File: src/bc_pkg.sv
package bc_pkg;

  localparam int RAW_W    = 24;
  localparam int NUM_W    = 35;   // pre-shifted dividend for the constant divider
  localparam int DIVR_W   = 8;    // odd divisor part of the scale factor
  localparam int QUO_W    = 31;   // quotient magnitude, below 2^30
  localparam int SCL_W    = 32;   // scaled raw value, signed Q7.24
  localparam int CFG_W    = 48;
  localparam int CFG_IDX_W = 3;
  localparam int OS_W     = 3;
  localparam int RCP_W    = 44;   // reciprocal of the odd divisor, 2^43 scale
  localparam int RCP_SHIFT = 43;
  localparam int DIV_STAGES = 3;  // pipeline depth of the reciprocal divider

  localparam logic [63:0] RCP_ONE = 64'd1 << RCP_SHIFT;

  localparam logic [CFG_IDX_W-1:0] CFG_CALIB_LOW  = 3'd0;
  localparam logic [CFG_IDX_W-1:0] CFG_CALIB_MID  = 3'd1;
  localparam logic [CFG_IDX_W-1:0] CFG_CALIB_HIGH = 3'd2;
  localparam logic [CFG_IDX_W-1:0] CFG_TEMP_OS    = 3'd3;
  localparam logic [CFG_IDX_W-1:0] CFG_PRESS_OS   = 3'd4;

  localparam logic [OS_W-1:0] TEMP_OS_RESET  = 3'd3;
  localparam logic [OS_W-1:0] PRESS_OS_RESET = 3'd6;

  // One raw value prepared for division: scale factor k = div * 2^s.
  typedef struct packed {
    logic [NUM_W-1:0]  num;
    logic [DIVR_W-1:0] divr;
    logic              neg;
  } bc_lane_t;

  typedef struct packed {
    bc_lane_t temp;
    bc_lane_t press;
  } bc_item_t;

  // Odd part of the scale factor for each oversampling code.
  function automatic logic [DIVR_W-1:0] scale_divisor(input logic [OS_W-1:0] code);
    logic [DIVR_W-1:0] d;
    case (code)
      3'd0:    d = 8'd1;
      3'd1:    d = 8'd3;
      3'd2:    d = 8'd7;
      3'd3:    d = 8'd15;
      3'd4:    d = 8'd31;
      3'd5:    d = 8'd63;
      3'd6:    d = 8'd127;
      default: d = 8'd255;
    endcase
    return d;
  endfunction

  // Rounded-up reciprocal 2^43 / d; exact floor for dividends below 2^35.
  function automatic logic [RCP_W-1:0] scale_recip(input logic [DIVR_W-1:0] d);
    logic [RCP_W-1:0] m;
    case (d)
      8'd1:    m = RCP_W'(RCP_ONE);
      8'd3:    m = RCP_W'((RCP_ONE + 64'd2) / 64'd3);
      8'd7:    m = RCP_W'((RCP_ONE + 64'd6) / 64'd7);
      8'd15:   m = RCP_W'((RCP_ONE + 64'd14) / 64'd15);
      8'd31:   m = RCP_W'((RCP_ONE + 64'd30) / 64'd31);
      8'd63:   m = RCP_W'((RCP_ONE + 64'd62) / 64'd63);
      8'd127:  m = RCP_W'((RCP_ONE + 64'd126) / 64'd127);
      default: m = RCP_W'((RCP_ONE + 64'd254) / 64'd255);
    endcase
    return m;
  endfunction

  // Magnitude times 2^24 / 2^s plus half the odd divisor, floored.
  function automatic bc_lane_t prep_lane(input logic [RAW_W-1:0] raw,
                                         input logic [OS_W-1:0] code);
    bc_lane_t          l;
    logic [RAW_W-1:0]  mag;
    logic [DIVR_W-1:0] d;
    logic [NUM_W-1:0]  sh;
    mag = raw[RAW_W-1] ? (~raw + 24'd1) : raw;
    d   = scale_divisor(code);
    sh  = code[2] ? {mag, 11'b0} : {6'b0, mag, 5'b0};
    l.num  = sh + NUM_W'(d >> 1);
    l.divr = d;
    l.neg  = raw[RAW_W-1];
    return l;
  endfunction

endpackage

File: src/bc_front.sv
module bc_front (
  input  logic                    clk,
  input  logic                    rst,
  input  logic                    in_valid,
  output logic                    in_ready,
  input  logic [47:0]             in_data,
  input  logic [bc_pkg::OS_W-1:0] temp_os,
  input  logic [bc_pkg::OS_W-1:0] press_os,
  input  logic                    q_full,
  output logic                    q_push,
  output bc_pkg::bc_item_t        q_item
);
  import bc_pkg::*;

  logic busy;

  // hold off input while busy is set after reset, so the queue can come up
  always_ff @(posedge clk) begin
    if (rst) busy <= 1'b1;
    else     busy <= 1'b0;
  end

  assign in_ready     = !q_full && !busy;
  assign q_push       = in_valid && in_ready;
  assign q_item.temp  = prep_lane(in_data[23:0], temp_os);
  assign q_item.press = prep_lane(in_data[47:24], press_os);

endmodule

File: config.mk
export PLATFORM = sky130hd
export DESIGN_NAME = bc_front
export DESIGN_NICKNAME = d
export VERILOG_FILES = /design/src/bc_pkg.sv /design/src/bc_front.sv
export SDC_FILE = /design/constraint.sdc
export NUM_CORES = 1
export LEC_CHECK = 0
export BUFFER_PORTS_ARGS = -buffer_cell sky130_fd_sc_hd__buf_4
export CELL_PAD_IN_SITES_DETAIL_PLACEMENT = 1
export CELL_PAD_IN_SITES_GLOBAL_PLACEMENT = 1
export CORE_MARGIN = 10
export CORE_UTILIZATION = 37
export DETAILED_ROUTE_END_ITERATION = 10
export PLACE_DENSITY = 0.95
export SLEW_MARGIN = 30
export SYNTH_ARGS = -nofsm -noshare
export SYNTH_HDL_FRONTEND = slang
export SYNTH_SLANG_ARGS = --single-unit
File: constraint.sdc
create_clock -name clk -period 10.6 [get_ports clk]
set_input_delay 2.12 -clock clk [delete_from_list [all_inputs] [get_ports clk]]
set_output_delay 2.12 -clock clk [all_outputs]
set_load 0.02 [all_outputs]
Word-level counts from Yosys, hierarchy flattened
Cells that the tools add are included.
{"block": "word_totals", "ff_bits": 1, "in_bits": 58, "elab_cells": 32}
{"block": "classes", "reduce_logical": 6, "eq_ne": 12, "addsub": 4, "mux": 7, "n_bitwise": 2}
{"op": "$pmux W8 S7", "n": 2}
{"op": "$add A35 B7 Y35", "n": 2}
{"op": "$mux W35", "n": 2}
{"op": "$add A24 B1 Y24 const B", "n": 2}
{"op": "$mux W24", "n": 2}
{"op": "$not A24 Y24", "n": 2}
{"op": "$eq A3 B3 Y1 const B", "n": 6}
{"op": "$eq A3 B2 Y1 const B", "n": 4}
{"op": "$eq A3 B1 Y1 const B", "n": 2}
{"op": "$logic_not A3 Y1", "n": 2}
{"op": "$logic_and A1 B1 Y1", "n": 2}
{"op": "$logic_not A1 Y1", "n": 2}
{"op": "$mux W1", "n": 1}

Longest topological paths before layout
Gate-level depths: netlist (run 1).
{"block": "logic_depth", "depth_word": 5, "depth_mapped": 17}

Least setup slack after synthesis (run 1)
OpenSTA, ideal clock, no wires.
{"block": "synth_timing", "path_type": "input-to-output", "from": "input port temp_os[2] in the netlist's numbering", "to": "output port q_item[80] in the netlist's numbering", "t_arrival_ns": 5.839, "setup_slack_ns": 2.641, "path_buffers": 6, "cell_stages": 15, "path_cell_list": "buf_2 > buf_2 > clkbuf_1 > buf_4 > clkbuf_1 > clkbuf_1 > and2_1 > ha_1 > inv_1 > fa_1 > nor4_1 > nand2_1 > nor3_4 > nor4b_2 > xor2_1"}
{"element": "from (decl)", "line": "bc_front.sv:7", "text": "input logic [bc_pkg::OS_W-1:0] temp_os,"}
{"element": "to (decl)", "line": "bc_front.sv:11", "text": "output bc_pkg::bc_item_t q_item"}

==> results.md, run 1 <==
* Status: complete, no violations
* Max VDD drop at approximately 0.036 mV
* # setup viols final at 0
* Post-detail-place hpwl at roughly 13,000 µm
* Clock-pin slew on the worst setup and hold paths at 0 ns
* Biggest regs: busy x1
* Synth Area in Compound Gates at approximately a quarter
* Hold Path Depth at 1
* Post-synth EDFFs at 0
* CP dominant cell by count: buf_4
* Setup TNS at 0 ns
* Crit path max fanout at 9
* Largest family of logic cells by synthesized area: simple AND/OR/NAND/NOR gates
* Synth Area in Simple Gates at approximately 40%
* Via count at 4,699
* Fin crit share at between 70% and 80%
* Pins Over Slew Limit at 0
* Final Hold Viols at 0
* CP Buf/Inv Count at 3
* Wire length of the first global-routing pass at approximately 26,000 µm
* Final wirelength at 16,230 µm
* Layout area overhead at 25.72%
* CP cell instances: buf_4 > inv_1 > ha_1 > or3b_2 > o31ai_1 > xnor2_1 > o221ai_1 > nor4_1 > nand4b_1 > nor3_1 > xor2_1 > buf_4
* Syn avg cell area at just under 7 µm²
* Top FF cell, synth: dfxtp_1
* Router iterations before antenna repair at 5
* Post-synthesis cell count at between 500 and 600
* Row count at 36
* Logic gate share of total power at 98.4%
* Hold endpoint: busy
* Worst EP arrival at between 5 and 6 ns
* Post-synthesis adder-cell area fraction at between 3 and 4%
* Yosys Warn Count at 0
* Placed Area at roughly 4600 µm²
* Die area at ~14,000 µm²
* Number of setup buffers added after CTS at 0
* Post-route antenna net violation count at 0
* Die X at ~120 µm
* Mux cell area share after synthesis at 4.427%
* Asr flop ratio synth at 0%
* Min-delay src: rst
* Switching Power at around 0.00015 W
* Crit end category: output pin
* Critical path class: in2out
* Layout cell share with drive strength beyond 1 at between 20% and 30%
* Synth Cell Area at between 3000 and 4000 µm²
* IO Pins at between 100 and 150
* Max FFs per register at 1
* Largest register by flop count: busy
* Final #Nets at approximately 700
* GRT Resource Usage Total at approximately a fifth
* Worst EP required at 8.48 ns
* Placer Congestion at about 0.9
* Startpoint Class: primary input
* Switching Fraction at between 60% and 70%
* Maximum number of pins on one net before global-route repair at 68
* Critical path's slowest cell: or3b_2
* Drt via density at 6.118
* Filler cell count at between 1,000 and 1,500
* CP delay by family, top: simple AND/OR/NAND/NOR gates
* Flop pwr share at roughly 1.6%
* Xor and xnor area share after synthesis at 15.61%
* Post-synthesis register bit count at 1
* Final WS setup at between 2 and 3 ns
* Pwr/cell area at ~55 nW/µm²
* Fmax achieved at 130.4 MHz
* Post-route cell area at 4654 µm²
* IO buf count at around 150
* Drc violations at 0
* RSZ-0062 raised after global routing: no
* Cell variety after synth at between 80 and 90
* Sequential fraction of the synthesis area at less than 1%
* Leak at 1.836 nW
* Relative slew margins at between 40% and 50%
* Initial Util at 37.88%
* Hold-fix buffer count after cts at 0
* Clk pwr share at 0%
* Worst-Margin Slew at just under 0.9 ns
* Resized Gates After CTS at 0
* ANT cells at 0
* HP Class: in2reg
* Total of max-cap violations at 0
* Fin crit period at around 7.7 ns
* Vias in the first global route at a little under 5,000
* Initial antenna violation count at 0
* Pint at between 0.0001 and 0.00015 W
* Total gr overflow at 0
* Die Ht at 120.0 µm
* Initial DRC Count at 274
* Core box area at between 9000 and 10,000 µm²
* Post-Place Worst Slack at ~3.0 ns
* Crit-path max cell delay at 0.53 ns
* Routed WL per cell at about 21 µm
==> synth_stat cells (14+ instances only) <==
master	number	share of area (%)
nor2_1	59	6.0
nand4_1	14	2.4
clkbuf_1	28	2.8
a21oi_1	15	2.0
nand3_1	15	2.0
xnor2_1	32	7.6
nand2_1	41	4.2
xor2_1	34	8.0
buf_4	19	3.9
nor3_1	19	2.6
inv_1	18	1.8
o21ai_0	23	3.1
==> logic make-up after synthesis <==
logic type | count (synthesis)
simple gates | 254
compound gates | 124
buf+inv | 76
xor+xnor | 66
mux | 16
fa+ha+maj | 8
other cells | 1
flops | 1
==> metrics by stage <==
| step | cells | power (W) | hold WS [ns] | utilization [%] |
|---|---|---|---|---|
| finish | 768 | 0.0002540 | 2.230 | 47.62 |
| global route | 768 | 0.0002722 | 2.239 | 47.62 |
| CTS | 768 | 0.0002530 | 2.230 | 47.56 |
| detailed placement | 768 | 0.0002522 | 2.230 | 47.56 |
| global placement | 768 | 0.0002407 | 2.225 | 47.56 |
| floorplan | 547 | 0.0001583 | 2.148 | - |
==> final cells by class <==
type | instances | area, µm² | area share [%]
multi-input combinational | 470 | 3304 | 70.99
timing repair buffer | 146 | 1096 | 23.55
tap | 133 | 166.4 | 3.575
inverter | 18 | 67.56 | 1.452
sequential | 1 | 20.02 | 0.4301
==> cells in the final DEF, fill, tap and decap left out, types with 4 or more instances in the layout <==
master      n
a211oi_1    6
a21oi_1    15
a31oi_1     6
and2_1     10
buf_4     146
ha_1        6
inv_1      18
mux2i_1    13
nand2_1    41
nand3_1    15
nand4_1    14
nor2_1     59
nor2b_1    10
nor3_1     19
nor3b_1     6
nor4_1     12
o211ai_1    6
o21a_1      4
o21ai_0    23
o221ai_1    4
o31ai_1    10
o41ai_1     5
or2_2       8
or3_1      11
or3b_2      4
or4_1       8
xnor2_1    32
xor2_1     34
==> power by group through the flow <==
stage | Combinational, W | Sequential (W) | Clock (W)
after detailed placement | 0.000248 | 0.00000410 | 0
final | 0.000250 | 0.00000410 | 0
after global routing | 0.000268 | 0.00000410 | 0
after CTS | 0.000249 | 0.00000410 | 0
after floorplan | 0.000154 | 0.00000408 | 0
after global placement | 0.000237 | 0.00000409 | 0
==> worst max path at each step <==
stage / to / from / depth (start not counted)
floorplan: q_item[80] / temp_os[2] / 15
global placement: q_item[79] / in_data[0] / 12
detailed placement: q_item[34] / in_data[24] / 12
CTS: q_item[34] / in_data[24] / 12
global route: q_item[34] / in_data[24] / 12
finish: q_item[34] / in_data[24] / 12
==> layer usage <==
metal,part of all wire [%],GRT usage (%),vias to the layer above
li1,-,-,2187
met1,39,24.03,2292
met2,53,39.65,188
met3,5.7,3.000,32
met4,2.6,5.128,0
met5,0,0,-
No activity file was read; power rests on OpenSTA's default activity.
==> inputs of run 2 (changes only) <==
--- a/config.mk
+++ b/config.mk
@@ -9,7 +9,7 @@
 export CELL_PAD_IN_SITES_DETAIL_PLACEMENT = 1
 export CELL_PAD_IN_SITES_GLOBAL_PLACEMENT = 1
 export CORE_MARGIN = 10
-export CORE_UTILIZATION = 37
+export CORE_UTILIZATION = 35
 export DETAILED_ROUTE_END_ITERATION = 10
 export PLACE_DENSITY = 0.95
 export SLEW_MARGIN = 30
==> constraint.sdc (replaced) <==
create_clock -name clk -period 7.6 [get_ports clk]
set_input_delay 1.52 -clock clk [delete_from_list [all_inputs] [get_ports clk]]
set_output_delay 1.52 -clock clk [all_outputs]
set_load 0.02 [all_outputs]
==> run 2 against run 1 <==
Routed wire length fell by 5.6%. Final cell count rose by 0.26%. Largest cell class unchanged. Setup slack got worse by 1.6 ns.
==> results.md, run 2 (synthesis gave the netlist of run 1 again) <==
* Status: complete, no violations
* Fmax achieved at between 150 and 200 MHz
* Via count at 4,569 (-2.8%)
* GRT Resource Usage Total at 19.12% (-1.9 points)
* CP Buf/Inv Count at 3 (unchanged)
* Crit-path max cell delay at 0.71 ns (+0.18 ns)
* Relative slew margins at 44.07% (+3.6 points)
* Core box area at 10,320 µm² (+5.6%)
* Vias in the first global route at 4,750 (-2.5%)
* Crit end category: output pin
* Commonest cells after routing, fill and taps aside: 145 x buf_4, 59 x nor2_1, 41 x nand2_1, 34 x xor2_1, 32 x xnor2_1
* Worst EP required at 6.08 ns (-2.40 ns)
* Final Hold Viols at 0 (unchanged)
* Worst-Margin Slew at 0.8352 ns (-0.05383 ns)
* Wire length of the first global-routing pass at 24,690 µm (-5.3%)
* Max FFs per register at 1 (unchanged)
* Placer Congestion at 0.9000 (-2.7%)
* Initial Util at 35.86% (-2.0 points)
* Fin cells at 770 (+0.26%)
* Pins Over Slew Limit at 0 (unchanged)
* Hold-fix buffer count after cts at 0 (unchanged)
* Filler cell count at 1,339 (+2.8%)
* Maximum number of pins on one net before global-route repair at 68 (unchanged)
* Number of setup buffers added after CTS at 0 (unchanged)
* Switching Power at 0.0002092 W (+36%)
* Total of max-cap violations at 0 (unchanged)
* Post-route antenna net violation count at 0 (unchanged)
* Pint at 0.0001399 W (+39%)
* Min-delay src: rst
* Layout cell share with drive strength beyond 1 at 29.81% (-0.11 points)
* Util after Layout at 45.05% (-2.6 points)
* Router iterations before antenna repair at 4 (-1)
* RSZ-0062 raised after global routing: no
* Max VDD drop at 0.05318 mV (+49%)
* Leak at 1.831 nW (-0.26%)
* Hold endpoint: busy
* Hold Path Depth at 1 (unchanged)
* Setup TNS at 0 ns (unchanged)
* Total power at 0.0003490 W (+37%)
* Clock-pin slew on the worst setup and hold paths at 0 ns (unchanged)
* Post-detail-place hpwl at 12,670 µm (-5.6%)
* Resized Gates After CTS at 0 (unchanged)
* Logic gate share of total power at 98.4% (about the same)
* Critical path's slowest cell: nor3b_2
* Worst EP arrival at 4.78 ns (-0.77 ns)
* Switching Fraction at 59.93% (-0.50 points)
* Initial DRC Count at 328 (+20%)
* Layout area overhead at 25.62% (about the same)
* IO Pins at 148 (unchanged)
* Post-Place Cells at 770 (+0.26%)
* Die area at 15,090 µm² (+4.8%)
* # setup viols final at 0 (unchanged)
* Pwr/cell area at 75.05 nW/µm² (+38%)
* Die X at 122.9 µm (+2.3%)
* IO buf count at 145 (unchanged)
* Crit path max fanout at 14 (+5)
* HP Class: in2reg
* Largest register by flop count: busy
* Final #Nets at 702 (-0.14%)
* Flop pwr share at 1.6% (about the same)
* ANT cells at 0 (unchanged)
* Clk pwr share at 0% (unchanged)
* Die Ht at 122.9 µm (+2.3%)
* Drc violations at 0 (unchanged)
* Row count at 37 (+2.8%)
* CP cell instances: buf_4 > inv_1 > ha_1 > nor3b_2 > and4_1 > nor3_1 > or4_4 > nor3_1 > and2_1 > nand4_1 > xor2_1 > buf_4
* CP delay by family, top: simple AND/OR/NAND/NOR gates
* Drt via density at 5.934 (-3.0%)
* Routed WL per cell at 19.89 µm (-5.8%)
* Fin crit period at approximately 6.3 ns
* Critical path class: in2out
* Commonest non-fill, non-tap cell in the layout: buf_4
* Fin crit share at around 83%
* Final wirelength at 15,320 µm (-5.6%)
* Startpoint Class: primary input
* Total gr overflow at 0 (unchanged)
* WHS at 1.625 ns (-0.6047 ns)
* Biggest regs: busy x1
* Initial antenna violation count at 0 (unchanged)
-- run 2: cell types whose count changed in the layout (fill, tap and decap cells not counted) --
cell	delta
buf_4	-1
-- run 2: layout make-up --
class,count,area [µm²],share of cell area [%]
inverters,18,67.56,1.453
repair buffers,145,1089,23.41
multi-input cells,470,3304,71.05
flip-flops and latches,1,20.02,0.4305
well taps,136,170.2,3.659
-- run 2: per-layer routing --
layer	up-vias	global-route usage, %	routed length [µm]
li1	2190	-	-
met1	2187	22.67	6061
met2	168	35.48	7848
met3	24	3.489	1194
met4	0	2.651	214
met5	-	0	0
-- run 2: power groups by stage --
stage / Combinational [W] / Clock (W) / Sequential [W]
floorplan: 0.000215 / 0 / 0.00000570
global placement: 0.000331 / 0 / 0.00000570
detailed placement: 0.000342 / 0 / 0.00000573
CTS: 0.000343 / 0 / 0.00000573
global route: 0.000370 / 0 / 0.00000574
finish: 0.000343 / 0 / 0.00000572
-- run 2: stage by stage --
stage	cell area, µm²	worst slack [ns]
2_1_floorplan	3706	0.8412
3_3_place_gp	4644	1.419
3_5_place_dp	4644	1.313
4_1_cts	4644	1.318
5_1_grt	4651	0.9963
6_report	4651	1.305
-- run 2: how the worst max path moves through the flow --
| stage | start | endpoint | slack, ns | cells after the start |
|---|---|---|---|---|
| final | in_data[0] | q_item[79] | 1.30 | 12 |
| after global routing | in_data[0] | q_item[80] | 1.0 | 12 |
| after CTS | in_data[0] | q_item[79] | 1.32 | 12 |
| after detailed placement | in_data[0] | q_item[79] | 1.31 | 12 |
| after global placement | in_data[0] | q_item[79] | 1.42 | 12 |
| after floorplan | temp_os[2] | q_item[80] | 0.84 | 15 |
