[config.mk]
export PLATFORM = sky130hd
export DESIGN_NAME = bc_fifo
export DESIGN_NICKNAME = d
export VERILOG_FILES = /design/src/bc_fifo.sv
export SDC_FILE = /design/constraint.sdc
export NUM_CORES = 1
export LEC_CHECK = 0
export ABC_AREA = 1
export BUFFER_PORTS_ARGS = -buffer_cell sky130_fd_sc_hd__buf_2
export CAP_MARGIN = 10
export CORE_ASPECT_RATIO = 0.6
export CORE_MARGIN = 2
export CORE_UTILIZATION = 25
export DETAILED_ROUTE_END_ITERATION = 8
export GPL_ROUTABILITY_DRIVEN = 0
export GPL_TIMING_DRIVEN = 0
export HOLD_SLACK_MARGIN = 0.06
export MAX_ROUTING_LAYER = met4
export SETUP_SLACK_MARGIN = 0.02
export SYNTH_ARGS = -nofsm -noshare
export SYNTH_HDL_FRONTEND = slang
export SYNTH_SLANG_ARGS = --single-unit
[constraint.sdc]
create_clock -name clk -period 5.68 [get_ports clk]
set_input_delay 0.284 -clock clk [delete_from_list [all_inputs] [get_ports clk]]
set_output_delay 0.284 -clock clk [all_outputs]
set_load 0.01 [all_outputs]
[src/bc_fifo.sv]
module bc_fifo #(
  parameter int W     = 88,
  parameter int DEPTH = 2
) (
  input  logic         clk,
  input  logic         rst,
  input  logic         push,
  input  logic [W-1:0] wdata,
  output logic         full,
  input  logic         pop,
  output logic         empty,
  output logic [W-1:0] rdata
);
  localparam int PTR_W = (DEPTH > 1) ? $clog2(DEPTH) : 1;
  localparam int CNT_W = $clog2(DEPTH + 1);

  logic [W-1:0]     mem [DEPTH];
  logic [PTR_W-1:0] wptr, rptr;
  logic [CNT_W-1:0] count;
  logic             do_push, do_pop;

  assign full    = (count == CNT_W'(DEPTH));
  assign empty   = (count == '0);
  assign do_push = push && !full;
  assign do_pop  = pop && !empty;
  assign rdata   = mem[rptr];

  always_ff @(posedge clk) begin
    if (do_push) mem[wptr] <= wdata;
  end

  always_ff @(posedge clk) begin
    if (rst) begin
      wptr  <= '0;
      rptr  <= '0;
      count <= '0;
    end else begin
      if (do_push) wptr <= (wptr == PTR_W'(DEPTH - 1)) ? '0 : wptr + 1'b1;
      if (do_pop)  rptr <= (rptr == PTR_W'(DEPTH - 1)) ? '0 : rptr + 1'b1;
      case ({do_push, do_pop})
        2'b10:   count <= count + 1'b1;
        2'b01:   count <= count - 1'b1;
        default: count <= count;
      endcase
    end
  end

endmodule

After elaboration in Yosys (flattened, before gate mapping)

Memory sizes are Yosys's and may differ from the RTL's. A register that Yosys moved wholly into a read port is not among the register bits.
Index checks and enable logic that the tools add are counted.

Register bits: 4
Bits in writable memories: 176
Input port bits: 92
Output and inout bits: 90
Memories: 1

Memories:

| memory | depth | width | read ports | clocked after Yosys merged registers in | write ports | line | text |
|---|---|---|---|---|---|---|---|
| mem    | 2     | 88    | 1          | 1                                       | 1           | 17   | `logic [W-1:0] mem [DEPTH];` |

Add/sub/neg operators: 4
Equality and inequality tests: 3
Muxes and demuxes: 7
Reduce and logical (&&, ||, !) cells: 6

Operators by type and width:

| operator                                                              | number |
|---|---|
| 1-bit 2-to-1 mux                                                      | 6 |
| 2-bit equality test, second input constant                            | 2 |
| 2-bit one-hot mux with 2 select lines                                 | 1 |
| 1-bit adder, second input constant                                    | 2 |
| 2-bit by 1-bit adder with 2-bit output, second input constant         | 1 |
| 2-bit by 1-bit equality test with 1-bit output, second input constant | 1 |
| 1-bit logical AND                                                     | 2 |
| 1-bit zero test                                                       | 2 |
| 2-bit zero test                                                       | 1 |
| 2-bit nonzero test                                                    | 1 |
| 2-bit by 1-bit subtractor with 2-bit output, second input constant    | 1 |

Longest topological paths before layout

Gate-level depths: netlist of run 1.

Depth in word-level cells: 5
Mapped depth: 10

Worst setup path before layout of run 1

No wires, ideal clock.

Path type: register to register
Start: register count[0]
End: memory mem[0][0], enable pin
Setup time: 0.535 ns
Arrival time: 4.354 ns
Slack: 0.791 ns
Cell stages (with the launch flop): 5
Path buffers: 0
Period minus slack after synthesis: 4.889 ns
Path through: dfxtp_1 -> nor2_1 -> nor2_1 -> inv_1 -> nor2_1

Word-level cells in the longest chain between the ends: 5

Ends and longest elaborated chain:

| element                                | line | text |
|---|---|---|
| start: declaration                     | 19   | `logic [CNT_W-1:0] count;` |
| start signal: assignment               | 41   | `2'b10: count <= count + 1'b1;` |
| start signal: assignment               | 42   | `2'b01: count <= count - 1'b1;` |
| start signal: assignment               | 43   | `default: count <= count;` |
| 2-bit equality test                    | 22   | `assign full = (count == CNT_W'(DEPTH));` |
| via full                               | 9    | `output logic full,` |
| 1-bit zero test                        | 24   | `assign do_push = push && !full;` |
| 1-bit logical AND                      | 24   |  |
| 1-bit 2-to-1 mux                       | 29   | `if (do_push) mem[wptr] <= wdata;` |
| 1-bit 2-to-1 mux (not written as such) | 29   |  |
| end: declaration                       | 17   |  |

The timed path passes the listed nets, and every way through them passes these cells.

==> flow_summary.toml, run 1 <==
[clocking]
clk_pin_slew_ps = 70
ctsLongestPathBuffers = 2
h-tree-depth = 4
cts_tree = "done"
ctsResizeCount = 0
numCtsBuffers = 17
clk_latency_ps = 440
root_buffer = "clkbuf_16"
cts.sinks = 181

[global_routing]
grt_overflow = 0
grt_start_max_net_pins = 60
grt_first_pass_wirelength_um = 22200
grt_util_met1_pct = 13.2
grt.busiest_layer = "met2"
use_met2_pct = 16.3
grt_pass1_vias = 3953
antenna_found_initial = 0
grt_util_met3_pct = 5.72
groute.usage.overall_pct = 11.1

[routing]
drcViolationCount = 0
ant_nets = 0
dr.pass1.iters = 4
wl_per_cell_um = 14.6
drt_first_iter_violations = 182
totalWireLength_um = 14300
viasPerCell = 3.84
vias = 3763

[synthesis]
synth_nets = 407
ys_top_cells_by_count = "edfxtp_1 (176), mux2_2 (68), mux2_4 (20)"
synth_warnings = 0
synthArstFlopShare_pct = 0
synth_area_mm2 = 0.00667
yosysTopAreaCell = "edfxtp_1"
synth.most_common_cell = "edfxtp_1"
ys_ff_latch = 181
synth_cells = 314
synth_flop_cell = "edfxtp_1"
synth_edf_count = 176
yosys-top-cells-area = "edfxtp_1 (79%), mux2_2 (11%), mux2_4 (4.5%)"
synth_seq_area_share_pct = 80.7
syn_area_per_cell_um2 = 21.2
netlist.area_leader.share_pct = 79.2
yosysUniqueCellTypes = 13

[timing]
rsz0062_at_grt = "false"
drv_slew = 0
slew_headroom_pct = 70.4
fin_crit_sh_pct = 37.0
skew_ps = 7.98
hold_viol = 0
worst_pin_slew_ps = 444
layout_min_cycle_time_ps = 2100
max_freq_mhz = 475
setup_viol = 0

[critical_path]
crit_arrival_ps = 1820
cp-end-kind = "output port"
crit_type = "flip-flop to output port"
path_cells = "buf_6 > buf_2 > mux2_2 > buf_2"
required_ps = 5400
crit_top_cell = "buf_2"
cp_max_fo = 10
crit_path_max_incr_delay_ps = 420
critPathLaunchType = "flip-flop"
cp_slowest_cell = "mux2_2"
r2r_slack_ps = 3770

[finish]
multiInputGateArea_mm2 = 0.00118
n_fill_cell = 2467
antenna_cells = 0
syn_to_final_growth_pct = 44.2
postLayoutCellArea_mm2 = 0.00962
layout-drive-gt1-share_pct = 51.1
final_net_count = 699
instances_no_fill = 979
seqCellArea_mm2 = 0.00539

[floorplan]
coreArea_mm2 = 0.0263
row_count = 46
dieArea_mm2 = 0.0281
die_height_um = 131
initial_utilization_pct = 25.4
ios = 182
die_width_um = 215

[placed_design]
dp_cells = 859
io_buffer_count = 181
hpwlAfterDp_um = 9180
placed_area_mm2 = 0.00813

[worst_hold_path]
hp-class = "input pin to flip-flop"

[power_and_ir_drop]
leakagePower_uw = 0.00365
power_uw = 3630
vdd_drop_max_uv = 237
p_per_area_mw_per_mm2 = 377

[flow_run]
cap_violations = 0

[status]
status = "complete, no violations"
routing by layer:
layer / part of all wire (%) / vias up / wire length, um
met3: 8.7 / 13 / 1250
met1: 46 / 1817 / 6590
met2: 44 / 131 / 6320
met5: 0 / - / 0
li1: - / 1802 / -
met4: 1.0 / 0 / 148
logic make-up after synthesis:
logic type / count (synthesis) / synth area share (%)
flops: 181 / 80.7
mux: 88 / 16.0
simple gates: 23 / 1.33
buf+inv: 19 / 1.63
compound gates: 2 / 0.150
fa+ha+maj: 1 / 0.188
where the power goes:
part / switching [uW] / total, uW / leakage (uW) / internal (uW)
Combinational: 375 / 736 / 0.00167 / 361
Sequential: 33.1 / 1660 / 0.00169 / 1630
Clock: 528 / 1230 / 0.000297 / 704
final timing paths:
kind                            cells after the start       from          to
worst max-delay path                                4  flip-flop   rdata[33]
worst min-delay path                                4        rst        wptr
worst max register to register                      5   count[0]  mem[1][51]
worst min register to register                      2       rptr   flip-flop
layout make-up:
class | instances | share of cell area, %
clock buffers | 17 | 4.42
inverters | 9 | 0.377
clock inverters | 15 | 1.96
plain buffers | 10 | 0.780
well taps | 360 | 4.68
multi-input cells | 114 | 12.3
repair buffers | 273 | 19.5
flip-flops and latches | 181 | 56.0
registers in the layout (all words and copies together) (netlist names), named ones only:
register,count
wptr,1
rptr,1
count,2
mem,176
layout by cell type (no fill, tap or decap), drive strengths merged, types with 2 or more instances in the layout:
cell	netlist	final
nor2	14	14
bufinv	0	3
edfxtp	176	176
dfxtp	5	5
mux2	88	88
clkinv	0	2
buf	10	195
inv	9	17
clkinvlp	0	2
clkbuf	0	17
nand2	8	8
dlygate4sd3	0	88
worst max-delay path, delay by kind of cell, from the launching register on:
kind / cells / cell delay, ps
buf+inv: 3 / 630
flops: 1 / 320
mux: 1 / 420
through the flow:
| stage | hold slack [ps] | util, % | setup WS [ps] | TNS (ps) |
|---|---|---|---|---|
| after floorplan | 383 | - | 791 | 0 |
| after global placement | 472 | 30.5 | -1730 | -151710 |
| after detailed placement | 475 | 30.9 | 3750 | 0 |
| after CTS | 96.6 | 36.6 | 3480 | 0 |
| after global routing | 139 | 36.6 | 3450 | 0 |
| final | 132 | 36.6 | 3580 | 0 |
repair_timing:
item,4_1_cts,5_1_grt
hold buffers,88,0
buffers inserted,0,0
endpoints found under the hold margin,176,0
(Power assumes the default switching activity.)
==> inputs of run 2 (changes only) <==
==> constraint.sdc (replaced) <==
create_clock -name clk -period 1.9 [get_ports clk]
set_input_delay 0.095 -clock clk [delete_from_list [all_inputs] [get_ports clk]]
set_output_delay 0.095 -clock clk [all_outputs]
set_load 0.01 [all_outputs]
==> run 2 against run 1 <==
  * Non-clock buffer count grew 3
  * Total power grew to 2.9 times the previous value
  * Final area up 0.51%
==> flow_summary.toml, run 2 (same netlist as run 1, synthesis figures left out) <==
[critical_path]
path_cells = "buf_6 > buf_8 > buf_12 > mux2_4 > buf_2"
crit_path_max_incr_delay_ps = 320
cp-end-kind = "output port"
crit_arrival_ps = 1680
cp_max_fo = 10
crit_type = "flip-flop to output port"
cpLargestDelayFamily = "buffers and inverters"
required_ps = 1800
cp_slowest_cell = "dfxtp_1"
critPathLaunchType = "flip-flop"
crit_buf_inv = 4

[timing]
max_freq_mhz = 563
fin_crit_sh_pct = 93.5
skew_ps = 4.94
hold_viol = 0
layout_setup_ws_ps = 123
worst_pin_slew_ps = 597
setup_viol = 0
drv_slew = 0
rsz0062_at_grt = "true"
slew_headroom_pct = 60.0
layout_min_cycle_time_ps = 1780

[power_and_ir_drop]
p_sw_uw = 2710
comb_power_share_pct = 21.3
seqPwrFrac_pct = 46.7
p_int_uw = 7950
p_per_area_mw_per_mm2 = 1100
vdd_drop_max_uv = 628
power_frac_clock_pct = 32.0
leakagePower_uw = 0.00363
switching_share_pct = 25.5

[clocking]
numCtsBuffers = 17
h-tree-depth = 4
clk_latency_ps = 430
cts_tree = "done"
clk_pin_slew_ps = 60
ctsLongestPathBuffers = 2
cts.sinks = 181
root_buffer = "clkbuf_16"

[flow_run]
cap_violations = 0

[finish]
reg.largest.list = "mem: 176 flops, count: 2 flops"
largest_register_ffs = 176
mostFrequentLayoutCells = "buf_2 (181), edfxtp_1 (176), dlygate4sd3_1 (90)"
syn_to_final_growth_pct = 44.9
regMostFlops = "mem"
final_net_count = 703
layout-drive-gt1-share_pct = 51.5
final_common_cell = "buf_2"
postLayoutCellArea_mm2 = 0.00967

[global_routing]
grt_overflow = 0
antenna_found_initial = 1
grt_start_max_net_pins = 38
grt_pass1_vias = 3940
groute.usage.overall_pct = 10.8
grt_first_pass_wirelength_um = 21600

[worst_hold_path]
hp-class = "input pin to flip-flop"

[routing]
wl_per_cell_um = 14.6
totalWireLength_um = 14400
viasPerCell = 3.84
dr.pass1.iters = 6
drt_first_iter_violations = 170
vias = 3774
ant_nets = 0
drcViolationCount = 0

[floorplan]
ios = 182
dieArea_mm2 = 0.0281
initial_utilization_pct = 25.4
row_count = 46
die_width_um = 215
coreArea_mm2 = 0.0263
die_height_um = 131

[status]
status = "complete, no violations"

[placed_design]
hpwlAfterDp_um = 9330
placed_area_mm2 = 0.00816
post-place-ws_ps = -9.89
io_buffer_count = 181
==> run 2: path summary, 6_finish.rpt <==
check | cells after the start | to | slack, ps | start
max | 5 | rdata[55] | 120 | flip-flop
min | 5 | rptr | 110 | pop
max reg2reg | 7 | mem[0][61] | 150 | count[1]
min reg2reg | 2 | rptr | 520 | rptr
==> run 2: power groups by stage <==
stage                     clock network (uW)  registers (uW)  logic (uW)
after detailed placement                   0            5070        2120
after global routing                    3690            5020        2470
after floorplan                            0            5060        1260
after global placement                     0            5090        2030
final                                   3410            4980        2270
after CTS                               3540            4980        2290
==> run 2: per-stage QoR <==
stage | hold slack (ps) | std cells | TNS, ps | util (%) | total power [uW]
6_report | 109 | 984 | 0 | 36.8 | 10700
2_1_floorplan | 194 | 314 | -74420 | - | 6310
5_1_grt | 135 | 984 | 0 | 36.8 | 11200
3_3_place_gp | 283 | 855 | -227810 | 30.6 | 7120
3_5_place_dp | 286 | 860 | -163 | 31.0 | 7190
4_1_cts | 66.9 | 983 | 0 | 36.6 | 10800
==> run 2: metal layers <==
layer	wire (um)	track usage [%]
met2	6430	16.4
met4	200	4.90
met1	6640	12.8
met5	0	-
met3	1100	4.40
==> run 2: final cells by class <==
class                   instances  area, um2
inverters                       9       37.5
clock buffers                  20        437
repair inverters                1       5.00
diodes                          1       2.50
fillers                      2489      16600
clock inverters                12        129
repair buffers                276       1910
plain buffers                  10        111
flip-flops and latches        181       5390
well taps                     360        450
multi-input cells             114       1200
==> run 2: timing repair <==
action / in CTS / in global routing
endpoints found under the hold margin: 181 / 0
buffers inserted: 0 / 0
hold buffers: 90 / 0
gates cloned: 1 / 0
setup endpoints to repair: 88 / 55
gates resized for setup: 2 / 9
==> run 2: worst min-delay path: stages <==
cell and delay [ps]:
buf_2 100, inv_1 50, nor2_1 70, nor2_1 120, nor2_1 60
==> inputs of run 3 (changes only) <==
--- a/config.mk
+++ b/config.mk
@@ -11,6 +11,7 @@
 export CORE_ASPECT_RATIO = 0.6
 export CORE_MARGIN = 2
 export CORE_UTILIZATION = 25
+export CTS_BUF_LIST = sky130_fd_sc_hd__clkbuf_16
 export DETAILED_ROUTE_END_ITERATION = 8
 export GPL_ROUTABILITY_DRIVEN = 0
 export GPL_TIMING_DRIVEN = 0
==> constraint.sdc (replaced) <==
create_clock -name clk -period 2.3 [get_ports clk]
set_input_delay 0.115 -clock clk [delete_from_list [all_inputs] [get_ports clk]]
set_output_delay 0.115 -clock clk [all_outputs]
set_load 0.01 [all_outputs]
==> run 3 against run 2 <==
  * Sequential power decreased by 17%
  * Clock skew increased by 0.71 ps
  * Via count increased by 0.11%
  * Critical endpoint is now mem[1][69]
  * Highest routed layer unchanged
==> flow_summary.toml, run 3 (same netlist as run 1, synthesis figures left out) <==
[finish]
postLayoutCellArea_mm2 = 0.00963
fin_util_pct = 36.6
final_net_count = 702
layout-drive-gt1-share_pct = 51.4
reg.largest.list = "mem: 176 flops, count: 2 flops"
final_common_cell = "buf_2"
syn_to_final_growth_pct = 44.3
largest_register_ffs = 176
regMostFlops = "mem"
mostFrequentLayoutCells = "buf_2 (187), edfxtp_1 (176), dlygate4sd3_1 (90)"

[clocking]
clk_latency_ps = 430
root_buffer = "clkbuf_16"
ctsLongestPathBuffers = 2
numCtsBuffers = 17
cts.sinks = 181
ctsResizeCount = 0
clk_pin_slew_ps = 70
h-tree-depth = 4
cts_tree = "done"

[global_routing]
grt_start_max_net_pins = 38
grt_pass1_vias = 3918
grt_first_pass_wirelength_um = 21400
groute.usage.overall_pct = 10.8
antenna_found_initial = 1
grt_overflow = 0

[timing]
hold_viol = 0
layout_min_cycle_time_ps = 1900
layout_setup_ws_ps = 402
worst_pin_slew_ps = 600
slew_headroom_pct = 59.9
max_freq_mhz = 527
fin_crit_sh_pct = 82.5
rsz0062_at_grt = "false"
whs_ps = 128
drv_slew = 0
skew_ps = 5.65
setup_viol = 0

[power_and_ir_drop]
p_sw_uw = 2240
comb_power_share_pct = 21.0
p_per_area_mw_per_mm2 = 911
p_int_uw = 6520
leakagePower_uw = 0.00364
seqPwrFrac_pct = 46.9
vdd_drop_max_uv = 522
power_uw = 8770
power_frac_clock_pct = 32.1
switching_share_pct = 25.6

[floorplan]
initial_utilization_pct = 25.4
ios = 182
coreArea_mm2 = 0.0263
row_count = 46
die_width_um = 215
die_height_um = 131
dieArea_mm2 = 0.0281

[routing]
dr.pass1.iters = 6
wl_per_cell_um = 14.6
viasPerCell = 3.84
drcViolationCount = 0
drt_first_iter_violations = 185
ant_nets = 0
vias = 3778
totalWireLength_um = 14300

[placed_design]
placed_area_mm2 = 0.00816
io_buffer_count = 181
post-place-ws_ps = 390
hpwlAfterDp_um = 9330

[critical_path]
cp_max_fo = 37
cpLargestDelayFamily = "buffers and inverters"
crit_buf_inv = 3
crit_type = "flip-flop to flip-flop"
crit_path_max_incr_delay_ps = 490
cp_slowest_cell = "clkinvlp_4"
crit_top_cell = "nor2_4"
cp-end-kind = "flip-flop"
critPathLaunchType = "flip-flop"
path_cells = "inv_2 > nor2_4 > nor2_4 > nand2_2 > clkinvlp_4 > buf_12"
required_ps = 2460
crit_arrival_ps = 2060

[flow_run]
cap_violations = 0

[status]
status = "complete, no violations"

[worst_hold_path]
hp-class = "input pin to flip-flop"
## run 3: cell types whose count changed in the layout (fill, tap and decap cells not counted)
cell,previous run,this run
buf_6,1,4
clkinvlp_2,1,0
clkbuf_4,4,0
buf_8,1,0
clkbuf_1,3,0
buf_12,7,5
buf_2,181,187
inv_1,6,9
buf_4,2,0
## run 3: worst paths after layout
kind	cells past startpoint	start	slack [ps]	to
setup / recovery	6	count[1]	400	mem[1][69]
hold / removal	5	pop	130	rptr
setup reg to reg	6	count[1]	400	mem[1][69]
hold reg to reg	2	rptr	520	rptr
## run 3: tightest hold or removal path, stage by stage
cell	delay [ps]
buf_2	100
inv_1	50
nor2_1	70
nor2_1	120
nor2_1	60
## run 3: metal layers
layer  vias up  GRT usage, %  wire length (um)
li1       1814             -                 -
met4         0          4.90               201
met5         -             -                 0
met2       126          16.2              6440
met3        14          4.35              1110
met1      1824          12.8              6590
## run 3: timing repair
| action | 4_1_cts | 5_1_grt |
|---|---|---|
| hold buffers | 90 | 0 |
| endpoints found under the setup margin | 0 | 0 |
| endpoints found under the hold margin | 181 | 0 |
| setup buffers | 0 | 0 |
## run 3: cell type report
cell class | instances | area (um2)
clock buffer | 17 | 425
inverter | 9 | 37.5
buffer | 10 | 75.1
multi-input combinational | 114 | 1200
fill | 2495 | 16700
timing repair buffer | 276 | 1910
clock inverter | 15 | 140
antenna | 1 | 2.50
sequential | 181 | 5390
tap | 360 | 450
## run 3: through the flow
stage                     setup TNS (ps)  cells
final                                  0    983
after global routing                   0    983
after CTS                              0    982
after detailed placement               0    860
after global placement           -157410    855
after floorplan                    -4020    314
## run 3: power by group through the flow
stage	logic, uW	registers, uW	clock network (uW)
after CTS	1880	4120	2910
final	1840	4110	2810
after global placement	1670	4210	0
after floorplan	1040	4180	0
after detailed placement	1750	4190	0
after global routing	2000	4150	3040
